### src/hdl/ieas_pkg.sv
// Package for the EEPROM access sequencer: phase, command and status codes,
// and the item and result structs shared by the control and top level.
// No dependencies.
package ieas_pkg;

    typedef enum logic [3:0] {
        PH_IDLE    = 4'd0,
        PH_START   = 4'd1,
        PH_SLAW    = 4'd2,
        PH_ADDRH   = 4'd3,
        PH_ADDRL   = 4'd4,
        PH_DATA    = 4'd5,
        PH_RESTART = 4'd6,
        PH_SLAR    = 4'd7,
        PH_RECV    = 4'd8
    } t_phase;

    typedef enum logic [2:0] {
        CMD_NONE     = 3'd0,
        CMD_START    = 3'd1,
        CMD_SEND     = 3'd2,
        CMD_RECVNACK = 3'd3,
        CMD_STOP     = 3'd4
    } t_cmd;

    localparam logic [1:0] ACT_WRITE  = 2'd0;
    localparam logic [1:0] ACT_READ   = 2'd1;
    localparam logic [1:0] ACT_STATUS = 2'd2;

    localparam logic [7:0] ST_MASK     = 8'hF8;
    localparam logic [7:0] ST_START    = 8'h08;
    localparam logic [7:0] ST_RESTART  = 8'h10;
    localparam logic [7:0] ST_SLAW_ACK = 8'h18;
    localparam logic [7:0] ST_DATA_ACK = 8'h28;
    localparam logic [7:0] ST_SLAR_ACK = 8'h40;
    localparam logic [7:0] ST_RX_NACK  = 8'h58;

    typedef struct packed {
        logic [1:0]  action;
        logic [7:0]  device_address;
        logic [15:0] memory_address;
        logic [7:0]  write_data;
        logic [7:0]  bus_status;
        logic [7:0]  received_byte;
    } t_item;

    typedef struct packed {
        t_cmd       command;
        logic [7:0] tx_byte;
        logic       done_res;
        logic       ok;
        logic [7:0] read_data;
    } t_res;

endpackage

### src/hdl/ieas_ctrl.sv
// Access phase machine: holds the request and the phase, and forms the
// result for one item combinationally. Depends on ieas_pkg.
module ieas_ctrl (
    input  logic           i_clk,
    input  logic           i_rst_n,
    input  logic           i_en,
    input  ieas_pkg::t_item i_item,
    output ieas_pkg::t_res  o_res
);
    import ieas_pkg::*;

    t_phase      r_phase, n_phase;
    logic        r_read_pending, n_read_pending;
    logic [7:0]  r_device, n_device;
    logic [15:0] r_location, n_location;
    logic [7:0]  r_data, n_data;

    logic [7:0] st;
    logic       is_req;
    logic       is_status;
    logic       start_ok;

    assign st        = i_item.bus_status & ST_MASK;
    assign is_req    = (i_item.action == ACT_WRITE) || (i_item.action == ACT_READ);
    assign is_status = (i_item.action == ACT_STATUS);
    assign start_ok  = (st == ST_START) || (st == ST_RESTART);

    always_comb begin
        n_phase        = r_phase;
        n_read_pending = r_read_pending;
        n_device       = r_device;
        n_location     = r_location;
        n_data         = r_data;
        if (is_req) begin
            if (r_phase == PH_IDLE) begin
                n_device       = i_item.device_address;
                n_location     = i_item.memory_address;
                n_data         = i_item.write_data;
                n_read_pending = (i_item.action == ACT_READ);
                n_phase        = PH_START;
            end
        end else if (is_status) begin
            unique case (r_phase)
                PH_IDLE:    n_phase = PH_IDLE;
                PH_START:   n_phase = start_ok ? PH_SLAW : PH_IDLE;
                PH_SLAW:    n_phase = (st == ST_SLAW_ACK) ? PH_ADDRH : PH_START;
                PH_ADDRH:   n_phase = (st == ST_DATA_ACK) ? PH_ADDRL : PH_IDLE;
                PH_ADDRL: begin
                    if (st != ST_DATA_ACK) begin
                        n_phase = PH_IDLE;
                    end else if (r_read_pending) begin
                        n_phase = PH_RESTART;
                    end else begin
                        n_phase = PH_DATA;
                    end
                end
                PH_DATA:    n_phase = PH_IDLE;
                PH_RESTART: n_phase = start_ok ? PH_SLAR : PH_IDLE;
                PH_SLAR:    n_phase = (st == ST_SLAR_ACK) ? PH_RECV : PH_IDLE;
                PH_RECV:    n_phase = PH_IDLE;
                default:    n_phase = PH_IDLE;
            endcase
        end
    end

    always_comb begin
        o_res = '0;
        if (is_req) begin
            if (r_phase == PH_IDLE) begin
                o_res.command = CMD_START;
            end
        end else if (is_status) begin
            unique case (r_phase)
                PH_IDLE: o_res = '0;
                PH_START: begin
                    if (start_ok) begin
                        o_res.command = CMD_SEND;
                        o_res.tx_byte = r_device;
                    end else begin
                        o_res.done_res = 1'b1;
                    end
                end
                PH_SLAW: begin
                    if (st == ST_SLAW_ACK) begin
                        o_res.command = CMD_SEND;
                        o_res.tx_byte = r_location[15:8];
                    end else begin
                        o_res.command = CMD_START;
                    end
                end
                PH_ADDRH: begin
                    if (st == ST_DATA_ACK) begin
                        o_res.command = CMD_SEND;
                        o_res.tx_byte = r_location[7:0];
                    end else begin
                        o_res.done_res = 1'b1;
                    end
                end
                PH_ADDRL: begin
                    if (st != ST_DATA_ACK) begin
                        o_res.done_res = 1'b1;
                    end else if (r_read_pending) begin
                        o_res.command = CMD_START;
                    end else begin
                        o_res.command = CMD_SEND;
                        o_res.tx_byte = r_data;
                    end
                end
                PH_DATA: begin
                    o_res.done_res = 1'b1;
                    if (st == ST_DATA_ACK) begin
                        o_res.command = CMD_STOP;
                        o_res.ok      = 1'b1;
                    end
                end
                PH_RESTART: begin
                    if (start_ok) begin
                        o_res.command = CMD_SEND;
                        o_res.tx_byte = r_device | 8'h01;
                    end else begin
                        o_res.done_res = 1'b1;
                    end
                end
                PH_SLAR: begin
                    if (st == ST_SLAR_ACK) begin
                        o_res.command = CMD_RECVNACK;
                    end else begin
                        o_res.done_res = 1'b1;
                    end
                end
                PH_RECV: begin
                    o_res.done_res = 1'b1;
                    if (st == ST_RX_NACK) begin
                        o_res.command   = CMD_STOP;
                        o_res.ok        = 1'b1;
                        o_res.read_data = i_item.received_byte;
                    end
                end
                default: o_res = '0;
            endcase
        end
    end

    always_ff @(posedge i_clk) begin
        if (!i_rst_n) begin
            r_phase        <= PH_IDLE;
            r_read_pending <= 1'b0;
            r_device       <= '0;
            r_location     <= '0;
            r_data         <= '0;
        end else if (i_en) begin
            r_phase        <= n_phase;
            r_read_pending <= n_read_pending;
            r_device       <= n_device;
            r_location     <= n_location;
            r_data         <= n_data;
        end
    end

`ifndef ASSERT_OFF
    a_done_to_idle: assert property (@(posedge i_clk) disable iff (!i_rst_n)
        i_en && o_res.done_res |=> r_phase == PH_IDLE)
        else $error("phase not idle after access end");
    a_ok_needs_done: assert property (@(posedge i_clk) disable iff (!i_rst_n)
        o_res.ok |-> o_res.done_res)
        else $error("ok without done");
    a_rd_needs_ok: assert property (@(posedge i_clk) disable iff (!i_rst_n)
        o_res.read_data != 8'h00 |-> o_res.ok)
        else $error("read data on failed access");
    a_req_starts: assert property (@(posedge i_clk) disable iff (!i_rst_n)
        i_en && is_req && r_phase == PH_IDLE |=> r_phase == PH_START)
        else $error("request did not start access");
`endif

endmodule

### src/hdl/i2c_eeprom_access_sequencer.sv
// Top level of the EEPROM access sequencer: input register, phase machine
// and result register. Depends on ieas_pkg and ieas_ctrl.
//
//  channel  | direction | tdata                         | tuser  | tlast
//  s_axis   | in        | dev, loc, wdata, status, rx   | action | -
//  m_axis   | out       | command, tx_byte, ok, rd_data | -      | done_res
//
// One item per cycle unless the result stalls.
// The phase register updates as an item moves from the input register
// to the result register. Reset (synchronous, active low) returns to idle.
// A stalled result holds the pipeline; tready falls only when both stages fill.
module i2c_eeprom_access_sequencer (
    input  logic        i_clk,
    input  logic        i_rst_n,
    input  logic        s_axis_tvalid,
    output logic        s_axis_tready,
    // [7:0] device_address, [23:8] memory_address, [31:24] write_data,
    // [39:32] bus_status, [47:40] received_byte
    input  logic [47:0] s_axis_tdata,
    // [1:0] action
    input  logic [1:0]  s_axis_tuser,
    output logic        m_axis_tvalid,
    input  logic        m_axis_tready,
    // [2:0] command, [10:3] tx_byte, [11] ok, [19:12] read_data, [23:20] zero
    output logic [23:0] m_axis_tdata,
    output logic        m_axis_tlast
);
    import ieas_pkg::*;

    logic  r_in_valid;
    t_item r_item;
    logic  r_out_valid;
    t_res  r_res;
    t_res  step_res;
    logic  advance;

    assign advance       = r_in_valid && (!r_out_valid || m_axis_tready);
    assign s_axis_tready = !r_in_valid || advance;

    always_ff @(posedge i_clk) begin
        if (!i_rst_n) begin
            r_in_valid <= 1'b0;
        end else if (s_axis_tready) begin
            r_in_valid <= s_axis_tvalid;
        end
    end

    always_ff @(posedge i_clk) begin
        if (s_axis_tvalid && s_axis_tready) begin
            r_item.action         <= s_axis_tuser;
            r_item.device_address <= s_axis_tdata[7:0];
            r_item.memory_address <= s_axis_tdata[23:8];
            r_item.write_data     <= s_axis_tdata[31:24];
            r_item.bus_status     <= s_axis_tdata[39:32];
            r_item.received_byte  <= s_axis_tdata[47:40];
        end
    end

    ieas_ctrl u_ctrl (
        .i_clk   (i_clk),
        .i_rst_n (i_rst_n),
        .i_en    (advance),
        .i_item  (r_item),
        .o_res   (step_res)
    );

    always_ff @(posedge i_clk) begin
        if (!i_rst_n) begin
            r_out_valid <= 1'b0;
        end else if (advance) begin
            r_out_valid <= 1'b1;
        end else if (m_axis_tready) begin
            r_out_valid <= 1'b0;
        end
    end

    always_ff @(posedge i_clk) begin
        if (advance) begin
            r_res <= step_res;
        end
    end

    assign m_axis_tvalid = r_out_valid;
    assign m_axis_tlast  = r_res.done_res;
    assign m_axis_tdata  = {4'b0000, r_res.read_data, r_res.ok, r_res.tx_byte,
                            r_res.command};

endmodule

### config.mk
export PLATFORM = sky130hd
export DESIGN_NAME = i2c_eeprom_access_sequencer
export DESIGN_NICKNAME = d
export VERILOG_FILES = /design/src/hdl/ieas_pkg.sv /design/src/hdl/ieas_ctrl.sv /design/src/hdl/i2c_eeprom_access_sequencer.sv
export SDC_FILE = /design/constraint.sdc
export NUM_CORES = 1
export LEC_CHECK = 0
export BUFFER_PORTS_ARGS = -buffer_cell sky130_fd_sc_hd__buf_2
export CORE_ASPECT_RATIO = 1.75
export CORE_UTILIZATION = 59
export CTS_CLUSTER_SIZE = 40
export DETAILED_ROUTE_END_ITERATION = 10
export GPL_TIMING_DRIVEN = 0
export PLACE_DENSITY_LB_ADDON = 0.1
export SYNTH_ARGS = -nofsm -noshare
export SYNTH_HDL_FRONTEND = slang
export SYNTH_HIERARCHICAL = 1
export SYNTH_SLANG_ARGS = --single-unit
### constraint.sdc
create_clock -name i_clk -period 9.6 [get_ports i_clk]
set_input_delay 1.92 -clock i_clk [delete_from_list [all_inputs] [get_ports i_clk]]
set_output_delay 1.92 -clock i_clk [all_outputs]
set_load 0.02 [all_outputs]
# Word level (Yosys, flattened, before mapping)
# Cells that the tools add are included.
[classes]
reduce_logical = 18
eq_ne = 18
mux = 38
bitwise = 3
[op_table]
columns = ["cell", "n"]
rows = [
  ["$mux 10", 4],
  ["$pmux 8 s5", 1],
  ["$mux 8", 3],
  ["$pmux 3 s8", 1],
  ["$pmux 4 s6", 1],
  ["$mux 21", 1],
  ["$mux 4", 5],
  ["$eq 4x3->1 const B", 4],
  ["$mux 3", 5],
  ["$mux 2", 6],
  ["$eq 5x2->1 const B", 2],
  ["$eq 5x4->1 const B", 2],
  ["$mux 9", 1],
  ["$eq 4x2->1 const B", 2],
  ["$mux 1", 8],
  ["$reduce_and 3->1", 2],
  ["$reduce_or 2->1", 3],
  ["$eq 5x1->1 const B", 1],
  ["$eq 5x3->1 const B", 1],
  ["$ne 5x3->1 const B", 1],
  ["$pmux 1 s5", 1],
  ["$eq 4x1->1 const B", 1],
  ["$eq 4x4->1 const B", 1],
  ["$logic_not 4->1", 1],
  ["11 further kinds", 19],
]
[word_totals]
out_inout_bits = 27
input_bits = 54
regBits = 110

# Logic depth before layout (Yosys ltp)
# Gate-level depths: netlist of the first run.
[logic_depth]
ltp_word = 6
depth_mapped = 6
mapped_depth_nobuf = 6

# Modules after synthesis
# Netlist of the first run, hierarchy kept.
[by_module_without_submodules]
columns = ["mod", "n_inst", "cells_each", "seq_area_each_um2", "area_per_inst_um2"]
rows = [
  ["i2c_eeprom_access_sequencer", 1, 85, 2172.1, 2269.7],
  ["ieas_ctrl", 1, 269, 740.7, 2038.2],
]

# Least setup slack after synthesis of the first run
# Ideal clock, no wire load.
[synth_path]
kind = "input port to flip-flop"
from = "input m_axis_tready"
to = "register r_item[0] (netlist bit), enable pin"
required_time_ns = 9.126
slack_ns = 4.706
t_arrival_ns = 4.419
n_path_buf = 0
path_stages = 2
cell_sequence = "nor2b_4 -> a21oi_1"
[synth_via]
elab_chain_cells = 4
[synth_lines]
columns = ["element", "line", "rtl"]
rows = [
  ["start: declaration", "i2c_eeprom_access_sequencer.sv:23", "input logic m_axis_tready,"],
  ["$logic_or 1x1->1", "i2c_eeprom_access_sequencer.sv:37", "assign advance = r_in_valid && (!r_out_valid || m_axis_tready);"],
  ["$logic_and 1x1->1", "i2c_eeprom_access_sequencer.sv:37", ""],
  ["$logic_or 1x1->1", "i2c_eeprom_access_sequencer.sv:38", "assign s_axis_tready = !r_in_valid || advance;"],
  ["$logic_and 1x1->1", "i2c_eeprom_access_sequencer.sv:49", "if (s_axis_tvalid && s_axis_tready) begin"],
  ["end: declaration", "i2c_eeprom_access_sequencer.sv:31", "t_item r_item;"],
]
# Every way passes these cells.
# A chain may end at the register's enable or synchronous reset.

# Worst setup path after layout of the first run
[layout_path]
from = "input m_axis_tready"
to = "output s_axis_tready"
[layout_via]
elab_chain_cells = 3
[layout_lines]
columns = ["element", "line", "rtl"]
rows = [
  ["$logic_or 1x1->1", "i2c_eeprom_access_sequencer.sv:37", ""],
  ["$logic_and 1x1->1", "i2c_eeprom_access_sequencer.sv:37", ""],
  ["$logic_or 1x1->1", "i2c_eeprom_access_sequencer.sv:38", ""],
  ["end: declaration", "i2c_eeprom_access_sequencer.sv:16", "output logic s_axis_tready,"],
]
# Every way passes these cells.

==> results of run 1 <==
-- routing by layer --
metal  vias up  track usage, %  share of wire, %
met3        26           4.500               4.3
met4         0           14.20               4.2
li1       1448               -                 -
met5         -               0                 0
met2       125           47.76                55
met1      1431           28.40                36
-- final cells by class --
| class | count | share of cell area, % |
|---|---|---|
| Sequential cell | 107 | 55.99 |
| Multi-Input combinational cell | 222 | 25.86 |
| Timing Repair Buffer | 75 | 7.942 |
| Clock buffer | 9 | 4.468 |
| Tap cell | 84 | 2.085 |
| Buffer | 21 | 2.010 |
| Clock inverter | 7 | 1.340 |
| Inverter | 4 | 0.2978 |
-- stage by stage --
stage / hold slack (ps) / cells / setup WS [ps]
final: 455.8 / 529 / 5322
after global routing: 475.3 / 529 / 5300
after CTS: 457.2 / 529 / 5319
after detailed placement: 448.0 / 513 / 5319
after global placement: 443.2 / 511 / 3909
after floorplan: 431.3 / 354 / 4857
-- tightest hold or removal path, stage by stage, from the launching register on --
cell and delay, ps:
sky130_fd_sc_hd__dfxtp_1 310, sky130_fd_sc_hd__nand2_1 50, sky130_fd_sc_hd__a21oi_1 50
-- how the worst max path moves through the flow --
stage / to / slack [ps]
final: s_axis_tready / 5320
after CTS: s_axis_tready / 5320
after global placement: r_item[41] / 3910
after floorplan: r_item[0] / 4860
after detailed placement: s_axis_tready / 5320
after global routing: s_axis_tready / 5300
-- layout by cell type (no fill, tap or decap), types with 3 or more instances in the layout --
master / count
sky130_fd_sc_hd__nor3_1: 4
sky130_fd_sc_hd__a22oi_1: 15
sky130_fd_sc_hd__and3_1: 3
sky130_fd_sc_hd__a21oi_1: 45
sky130_fd_sc_hd__nand2_1: 72
sky130_fd_sc_hd__dfxtp_1: 39
sky130_fd_sc_hd__nand3b_1: 3
sky130_fd_sc_hd__buf_4: 4
sky130_fd_sc_hd__clkbuf_16: 9
sky130_fd_sc_hd__edfxtp_1: 68
sky130_fd_sc_hd__clkbuf_1: 11
sky130_fd_sc_hd__inv_1: 3
sky130_fd_sc_hd__o211ai_1: 3
sky130_fd_sc_hd__nor2b_1: 4
sky130_fd_sc_hd__nor2_1: 8
sky130_fd_sc_hd__nor3b_1: 3
sky130_fd_sc_hd__o21ai_0: 3
sky130_fd_sc_hd__clkinv_1: 3
sky130_fd_sc_hd__and2_1: 10
sky130_fd_sc_hd__a31oi_1: 3
sky130_fd_sc_hd__buf_2: 78
sky130_fd_sc_hd__conb_1: 4
-- power groups by stage --
stage	Clock, W	Sequential (W)	Combinational [W]
6_report	0.000357	0.000521	0.0000597
5_1_grt	0.000378	0.000523	0.0000649
4_1_cts	0.000363	0.000521	0.0000596
3_5_place_dp	0	0.000531	0.0000594
3_3_place_gp	0	0.000531	0.0000551
2_1_floorplan	0	0.000535	0.0000289
-- flip-flops by register name, indices dropped and copies added (netlist names) --
signal                 count
m_axis_tdata              20
m_axis_tlast               1
m_axis_tvalid              1
r_in_valid                 1
r_item                    47
u_ctrl/r_data              8
u_ctrl/r_device            8
u_ctrl/r_location         16
u_ctrl/r_phase             4
u_ctrl/r_read_pending      1
==> summary by stage, run 1 <==
Finish
In the final design database the tool counted 494 nets. In the final layout, the multi-input gates occupy 0.001304 sq mm. The post-route netlist has between 20% and 30% of its cells at a drive strength greater than 1.

The area growth from synthesis to layout is 19.52%. Summing all flip-flop and latch instances after layout gives about 0.0028 sq mm. The final antenna diode count is 0. The final standard cell area without fillers is between 0.005 and 0.006 sq mm. Fill cells in the final layout number 468. The fraction of the core area covered by cells at the end of the flow is 72.99%.

Place
The count of buffers added on input and output ports is 73. The total cell area at the placement stage is 0.004748 sq mm. Routability-driven placement finished with a final weighted congestion of a little under 0.9.

The estimated wirelength of the detail-placed design is around 6600 microns.

Setup path
The worst register-to-register path ends at m_axis_tdata[6]. The most frequent cell on the critical path is sky130_fd_sc_hd__buf_2. The critical path crosses 3 cells after its start point. The critical path endpoint category is a primary output. For the worst flop-to-flop path, the logic depth is 5.

For the worst setup path, the data arrival time is 2360 ps. The startpoint of the most critical setup path is m_axis_tready. Of all nets on the critical path, the largest fanout is 2. The worst register-to-register path begins at r_item[12]. The setup path with the least slack is of type in2out. The slowest cell on the critical path is sky130_fd_sc_hd__buf_2. The category of cells accounting for the largest share of critical-path delay is buffers and inverters. The required time of the critical path is 7680 ps. The startpoint class of the critical path is an input port. In this run the register-to-register setup slack is ~7000 ps.

Traced cell by cell, the critical path runs through buf_2 -> nand3b_4 -> buf_2. The worst stage delay on the critical path is between 150 and 200 ps. The sum of buffers and inverters on the critical path is 2.

Logic synthesis
The number of warnings printed during yosys synthesis is 6. A synthesized cell averages 12.02 sq um. Synthesis produced a netlist whose cell count is 351. Summing every instance area after synthesis gives ~0.0042 sq mm.

Power and ir drop
Net switching is 21.62% of the power. Internal power comes to approximately 0.00074 W. In this run the power spent charging and discharging nets is 0.0002029 W. The share of power burned in the clock network is 38.1%.

The power density normalized to cell area is approximately 190 mW/mm^2. After layout, the design draws a total of 0.0009384 W. VDD sags by at most between 0.15 and 0.2 mV. The share of total power dissipated in sequential elements is 55.5%. Combinational cells account for ~6.4% of the total power.

Summed over all cells, the static leakage comes to 1.809 nW.

Timing
The clock skew is 7.455 ps. The sum of negative setup slack is 0 ps. The final count of hold timing violations is 0.

The measured slew at the worst slew-check pin is 1044 ps. The maximum achievable frequency is 0.2338 GHz. Setup violations remaining at the end of the flow were counted as 0.

In this run the tightest slew margin relative to its limit is 29.82%. Setup repair after global routing left no endpoint under its margin. The number of pins with negative max-slew slack in the final report is 0. The clock period minus worst slack is 4278 ps.

The post-route fraction of the period consumed by the critical path is between 40% and 50%.

Global routing
Summed over all layers, the global routing overflow is 0. The initial antenna violation count is 0. The first global-routing pass estimated 14,440 microns of wire. Entering global routing, the biggest net connects 34 pins.

The number of global-route vias before repair is around 3,000. The overall fraction of global-route tracks in use is 26.49%.

Clock tree
The CTS H-tree depth is 3. The clock tree from TritonCTS is done. After clock tree synthesis, the setup repair step added 0 buffers. After clock tree synthesis, the clock-pin slew on the worst setup and hold paths is around 60 ps.

The number of sinks handled by clock tree synthesis is 107. The root buffer cell chosen for the clock tree is sky130_fd_sc_hd__clkbuf_16. The post-cts gate resize count is 0.

The number of buffers between clock root and the deepest sink is 2. The clock latency at the later pin of the worst-skew pair is 340 ps. Hold repair after CTS inserted 0 buffers. The number of buffers inserted during clock tree synthesis is 9.

Floorplanning
The number of cell rows is 40. Measured along the y axis, the die boundary spans around 110 microns. The core box area is ~0.0069 sq mm. For this design the top-level I/O count stands at 81. The floorplan die area is 0.007504 sq mm. From left edge to right edge, the die measures 65.92 microns.

The initial standard-cell utilization of the core is approximately three fifths.

Route
The number of vias after detailed routing is 3,030. The DRC violations left is 0. The routed wire length per instance is 17.13 microns. The first detailed-routing pass ran for 5 iterations.

The initial detailed-routing violation count is approximately 260. The routed wire length is 9060 microns. The detail route stage leaves a number of antenna-violating nets equal to 0. The vias per cell is 5.728.

Worst hold path
The startpoint identified for the worst hold timing path is u_ctrl/r_location[1]. The worst hold path belongs to the class reg2reg. The worst hold path was traced through 2 stages. The hold path endpoint is u_ctrl/r_location[1].

Outcome
The flow ran to the end, and the final reports show no timing, DRC or antenna violations.

Job
The max capacitance violation total is 0.
Power figures use the tool's default switching activity.
==> run 2: changes to the inputs <==
CORE_UTILIZATION = 55   (was 59)
clock period = 4.36 ns   (was 9.6 ns; I/O delays follow)
==> run 2 against run 1 <==
Net effect: first-iteration DRC count down 10%; critical path depth is 2 higher; final area down 0.57%; non-clock buffer count unchanged; sequential share of layout area increased by 0.32 points; global-route usage shrank 1.4 points; combinational power grew 120%; critical endpoint is now m_axis_tdata[7]; largest cell class unchanged.
==> summary by stage, run 2 (same netlist as run 1, synthesis figures left out) <==
Route
After detailed routing, the average wire length per cell comes to about 17 microns. The final antenna-violating net count is 0. The DRC violations left is 0. The vias per cell is 5.559.

The pre-antenna-repair detailed-routing pass consisted of 4 iterations. The initial detailed-routing violation count is 230. The routed layout has between 2,000 and 3,000 vias. The routed wire length is 9014 microns.

Floorplanning
The die covers 0.008036 sq mm. The horizontal die dimension is 68.20 microns. The core box area is 0.007336 sq mm.

In this run the vertical extent of the chip is between 100 and 150 microns. The initial standard-cell utilization of the core is 57.50%. The number of cell rows is 41. During I/O placement, the number of pins put on the boundary was 81.

Finish
The sequential cell area is 0.002823 sq mm. The library cell used most frequently in the layout, excluding fill and tap cells, is sky130_fd_sc_hd__buf_2. The fraction of layout cells with a size suffix above 1 is 24.27%. The register with the most flip-flops in the layout has 47 of them. The area growth from synthesis to layout is 18.84%. The repair_antennas step left the layout with diodes totalling 0. The final net count is 494.

The fraction of the core area covered by cells at the end of the flow is between 60% and 70%. The final standard cell area without fillers is 0.005012 sq mm. The final-layout fill cell count is between 500 and 600.

The library cells used most frequently in the layout, excluding fill and tap cells, are sky130_fd_sc_hd__buf_2 (78), sky130_fd_sc_hd__nand2_1 (72), sky130_fd_sc_hd__edfxtp_1 (68), sky130_fd_sc_hd__a21oi_1 (45), sky130_fd_sc_hd__dfxtp_1 (39). The area used by multi-input combinational logic is roughly 0.0013 sq mm. Counting flops per register, the top entry is r_item.

Timing
Measured against its own limit, the worst slew margin works out to 31.46%. The final setup violation count is 0. The final count of hold timing violations was 0. The final worst-path setup slack is 1848 ps.

Subtracting the final worst setup slack from the clock period gives around 2500 ps. Clock skew on the completed layout was measured at 4.146 ps. The number of pins with negative max-slew slack in the final report is 0. The measured slew at the worst slew-check pin is 1020 ps. Setup repair after global routing left no endpoint under its margin. The maximum achievable frequency is 0.3981 GHz.

The final critical path takes up between 50% and 60% of the cycle.

Worst hold path
The tightest min-delay check is of the reg2reg type.

Clock tree
After clock tree synthesis, the flow added hold-fix buffers numbering 0. The number of buffers inserted during clock tree synthesis is 9. The clock-pin transition on the worst setup and hold timing paths is 60 ps. The post-cts gate resize count is 0. The number of buffers inserted to repair setup after CTS is 0.

The clock tree from TritonCTS is done. The H-tree generated during clock tree synthesis spans 3 levels. For the worst-skew pair, the clock arrives at the later sink with an insertion delay of ~350 ps. The number of sinks handled by clock tree synthesis is roughly 110.

The clock tree root driver cell is sky130_fd_sc_hd__clkbuf_16. The number of buffers between clock root and the deepest sink is 2.

Outcome
The flow ran to the end, and the final reports show no timing, DRC or antenna violations.

Place
The total cell area at the placement stage is 0.004751 sq mm. The count of buffers from port buffering is 73. Before CTS, the worst setup slack after placement is 1603 ps. The global placement routability congestion is 0.8701. Detailed placement finished with a half-perimeter wire length of 6512 microns.

Global routing
The remaining global-route overflow is 0. The number of global-route vias before repair is 2,969. The initial antenna violation count is 0.

Entering global routing, the biggest net connects 28 pins. For this run, the total global-route usage over all layers was measured as about a quarter. The first-pass GRT wire length is 14,410 microns.

Setup path
The worst setup path is captured at a register. The kind of critical path is reg2reg. STA classifies the critical path startpoint as a register. The signal arrival time at the worst endpoint is 2680 ps. At the worst endpoint, the required time is roughly 4500 ps. In this run the worst path has a maximum fanout of 9.

Power and ir drop
VDD sags by at most 0.3610 mV. For this design the ratio of total power to cell area is 400.0 mW/mm^2. The total chip power is about 0.0020 W.

The static leakage power is ~1.8 nW.

Job
The max capacitance violation total is 0.
## run 2: changes by cell type in the layout (fill, tap and decap cells not counted)
cell / change
sky130_fd_sc_hd__inv_8: -1
sky130_fd_sc_hd__bufinv_16: -1
sky130_fd_sc_hd__clkinv_2: -2
sky130_fd_sc_hd__clkbuf_1: +3
sky130_fd_sc_hd__inv_6: +1
## run 2: metrics by stage
step | instances | TNS [ps] | hold slack [ps]
floorplan | 354 | 0 | 431.3
CTS | 531 | 0 | 458.5
global placement | 513 | -16490 | 443.1
global route | 531 | 0 | 479.4
finish | 531 | 0 | 457.8
detailed placement | 515 | 0 | 448.7
## run 2: area by class of cell
cell class | instances | share of cell area [%]
Buffer | 21 | 2.022
Clock buffer | 12 | 4.718
Clock inverter | 4 | 0.4993
Inverter | 4 | 0.2996
Multi-Input combinational cell | 222 | 26.01
Sequential cell | 107 | 56.32
Tap cell | 86 | 2.147
Timing Repair Buffer | 75 | 7.988
## run 2: path summary, 6_finish.rpt
path	from	endpoint	slack [ps]	depth (start not counted)
min	u_ctrl/r_location[2]	u_ctrl/r_location[2]	460	2
max	r_item[12]	m_axis_tdata[7]	1850	5
max reg2reg	r_item[12]	m_axis_tdata[7]	1850	5
min reg2reg	u_ctrl/r_location[2]	u_ctrl/r_location[2]	460	2
## run 2: layer usage
metal	track usage, %	vias up	part of all wire [%]	routed length [microns]
met5	0	-	0	0
met4	10.68	0	2.7	241
met3	6.008	16	4.0	365
met2	42.83	89	57	5114
met1	28.61	1395	37	3293
li1	-	1452	-	-
## run 2: where the power goes
part	total [W]	switching (W)	internal, W	leakage [nW]
registers	0.00115	0.0000205	0.00113	0.966
clock network	0.000727	0.000340	0.000387	0.126
logic	0.000131	0.0000822	0.0000493	0.697
## run 2: worst max-delay path, stage by stage, from the launching register on
cell	delay (ps)
sky130_fd_sc_hd__edfxtp_1	440
sky130_fd_sc_hd__or3b_1	390
sky130_fd_sc_hd__clkbuf_2	190
sky130_fd_sc_hd__nor4_2	890
sky130_fd_sc_hd__a22oi_1	140
sky130_fd_sc_hd__a21oi_1	270
==> run 3: changes to the inputs <==
CORE_UTILIZATION = 49   (was 55)
clock period = 2 ns   (was 4.36 ns; I/O delays follow)
==> run 3 against run 2 <==
Net effect: die area increased by 12%; sequential share of layout area fell by 3.1 points; via count up 2.3%; global-route usage fell by 3.1 points; clock-buffer cell count shrank 2; largest cell class unchanged; largest power group unchanged.
==> summary by stage, run 3 (same netlist as run 1, synthesis figures left out) <==
Outcome
The run finished with clean final reports.

Clock tree
The number of sinks handled by clock tree synthesis is 107. Counting the buffers created by CTS gives 9. Clock latency on the worst-skew pair, taken at its later pin, is ~350 ps. The clock tree root driver cell is sky130_fd_sc_hd__clkbuf_16. The clock tree from TritonCTS is done. The clock-pin transition on the worst setup and hold timing paths is 70 ps.

The number of buffers between clock root and the deepest sink is 2. The CTS H-tree depth is 3. Hold repair after CTS inserted 0 buffers.

Setup path
Together, buffers and inverters on the worst path number 1. The required time of the critical path is 2170 ps. STA classifies the critical path endpoint as a register. The signal arrival time at the worst endpoint is 2110 ps.

The biggest fanout along the worst timing path is 5. The worst setup path is launched from a register. The category of cells accounting for the largest share of critical-path delay is simple AND/OR/NAND/NOR gates. The kind of critical path is reg2reg.

Walking the worst path, the cells encountered are or3b_1 -> buf_6 -> or4_4 -> and3_4 -> o32ai_2. The largest single stage delay on the critical path is ~530 ps. On the critical path, the stage with the largest delay is an instance of sky130_fd_sc_hd__or4_4.

Timing
The worst path uses 97.02% of the clock period. In this run the tightest slew margin relative to its limit is 55.85%. The final count of hold timing violations is 0. The clock skew is 6.157 ps. The clock period minus worst slack is slightly below 2000 ps.

Setup repair after global routing left no endpoint under its margin. Setup violations remaining at the end of the flow were counted as 0. After routing, the total negative slack on setup checks comes to 0 ps. The final worst-path setup slack is between 50 and 60 ps.

For the pin with the worst max-slew slack, the measured transition is ~660 ps. The number of pins with negative max-slew slack in the final report was 0. The maximum achievable frequency is 0.5154 GHz.

Finish
0 antenna diodes ended up in the layout. In the final design database the tool counted 507 nets. The top cell types in the final layout, fill and taps aside, are sky130_fd_sc_hd__buf_2 (75), sky130_fd_sc_hd__nand2_1 (72), sky130_fd_sc_hd__edfxtp_1 (68), sky130_fd_sc_hd__a21oi_1 (45), sky130_fd_sc_hd__dfxtp_1 (37). The layout has around 670 filler cells. Relative to the synthesized area, the layout overhead comes to 25.93%.

The fraction of layout cells with a size suffix above 1 is between 30 and 40%. The number of flip-flops in the largest register is 47. Leaving out fill and tap cells, the most frequent cell in the layout is sky130_fd_sc_hd__buf_2. The number of standard cells in the layout, taps in and fillers out is 573. The fraction of the core area covered by cells at the end of the flow is 63.89%.

Ranked by flip-flop count, first place goes to r_item.

Route
The routed wire length per instance is roughly 16 microns. The number of iterations in the first detailed-routing pass is 4. The final layout contains routed wiring with a total length of 9219 microns. For this block, the via count after detailed routing is roughly 3,000. In this run the remaining antenna-violating nets after routing total 0. After detailed routing, the number of remaining DRC violations is 0. Using the TritonRoute via totals, the vias-per-cell ratio works out to roughly 5.3. The initial detailed-routing violation count is roughly 200.

Floorplanning
The floorplan die area is 0.008998 sq mm. The height of the die is 124.7 microns. The floorplan step defined a core boundary enclosing about 0.0083 sq mm.

In this run the horizontal extent of the chip is 72.14 microns. In this run the count of I/O pins placed on the die edge is 81. The initialized floorplan defines 44 standard-cell rows. Once the floorplan was initialized, standard cells occupied about half of the core.

Place
The congestion estimate from routability-driven global placement came to 0.8882. The number of placed instances, taps included, is 543. In this run the tool buffered the top-level ports with 73 buffer cells.

The pre-CTS setup slack is -506.2 ps. Detailed placement finished with a half-perimeter wire length of 6295 microns.

Global routing
Global routing consumed, on the met2 layer, 40.68% of the routing resources. After global routing the overflow that remains totals 0. Global routing consumed, over all layers together, ~22% of the routing resources. The most congested layer reported by global routing is met2. The first global-routing pass estimated 14,570 microns of wire.

The met1 track demand over resource is 24.03%. Entering global routing, the biggest net connects 33 pins. The initial antenna violation count is 0. The number of global-route vias before repair is 2,814. The met3 track demand over resource in global routing is 2.913%.

Job
Max-cap violations in this run came to 0.

Power and ir drop
The maximum ir drop on the vdd rail is 0.7257 mV. The total chip power is between 0.004 and 0.005 W. The power density normalized to cell area is 866.4 mW/mm^2. The analysis attributes to cell leakage a power of 1.942 nW.

Worst hold path
The worst hold path class is in2reg.
-- run 3: cell types whose count changed in the layout (fill, tap and decap cells not counted), sizes merged --
| cell | delta |
|---|---|
| clkinvlp | +1 |
| clkbuf | -2 |
| clkinv | -2 |
| buf | +12 |
| nor2b | +1 |
| bufinv | +1 |
| inv | +2 |
-- run 3: path summary, 6_finish.rpt --
path	startpoint	to	slack (ps)	cells past startpoint
max	r_item[11]	m_axis_tdata[0]	60	5
min	s_axis_tdata[28]	r_item[20]	220	1
min reg2reg	u_ctrl/r_location[10]	u_ctrl/r_location[10]	460	2
max reg2reg	r_item[11]	m_axis_tdata[0]	60	5
-- run 3: final cells by class --
class                      count  area, sq um  share of cell area, %
multi-input combinational    223         1390                  26.17
clock buffer                  10        239.0                  4.499
tap                          115        143.9                  2.709
timing repair buffer          88        506.7                  9.541
buffer                        20        121.4                  2.285
inverter                       4        15.01                 0.2827
clock inverter                 6        70.07                  1.319
sequential                   107         2825                  53.19
-- run 3: per-stage QoR --
step                area [sq um]  hold WS, ps
CTS                         5241        216.0
detailed placement          4777        447.8
global placement            4757        441.8
finish                      5311        222.5
floorplan                   4248        431.3
global route                5311        214.6
-- run 3: report_power, final --
part	switching, W	internal [W]
Clock	0.000785	0.00102
Combinational	0.000182	0.000122
Sequential	0.0000445	0.00245
-- run 3: metal layers --
metal | up-vias | routed length (microns)
met2 | 92 | 5237
met5 | - | 0
met1 | 1433 | 3490
met4 | 0 | 200
li1 | 1478 | -
met3 | 16 | 290
-- run 3: timing repair --
item	CTS	global route
cloned	1	0
endpoints found under the setup margin	46	41
buffers inserted	13	1
pin swaps	4	4
resized for setup	9	25
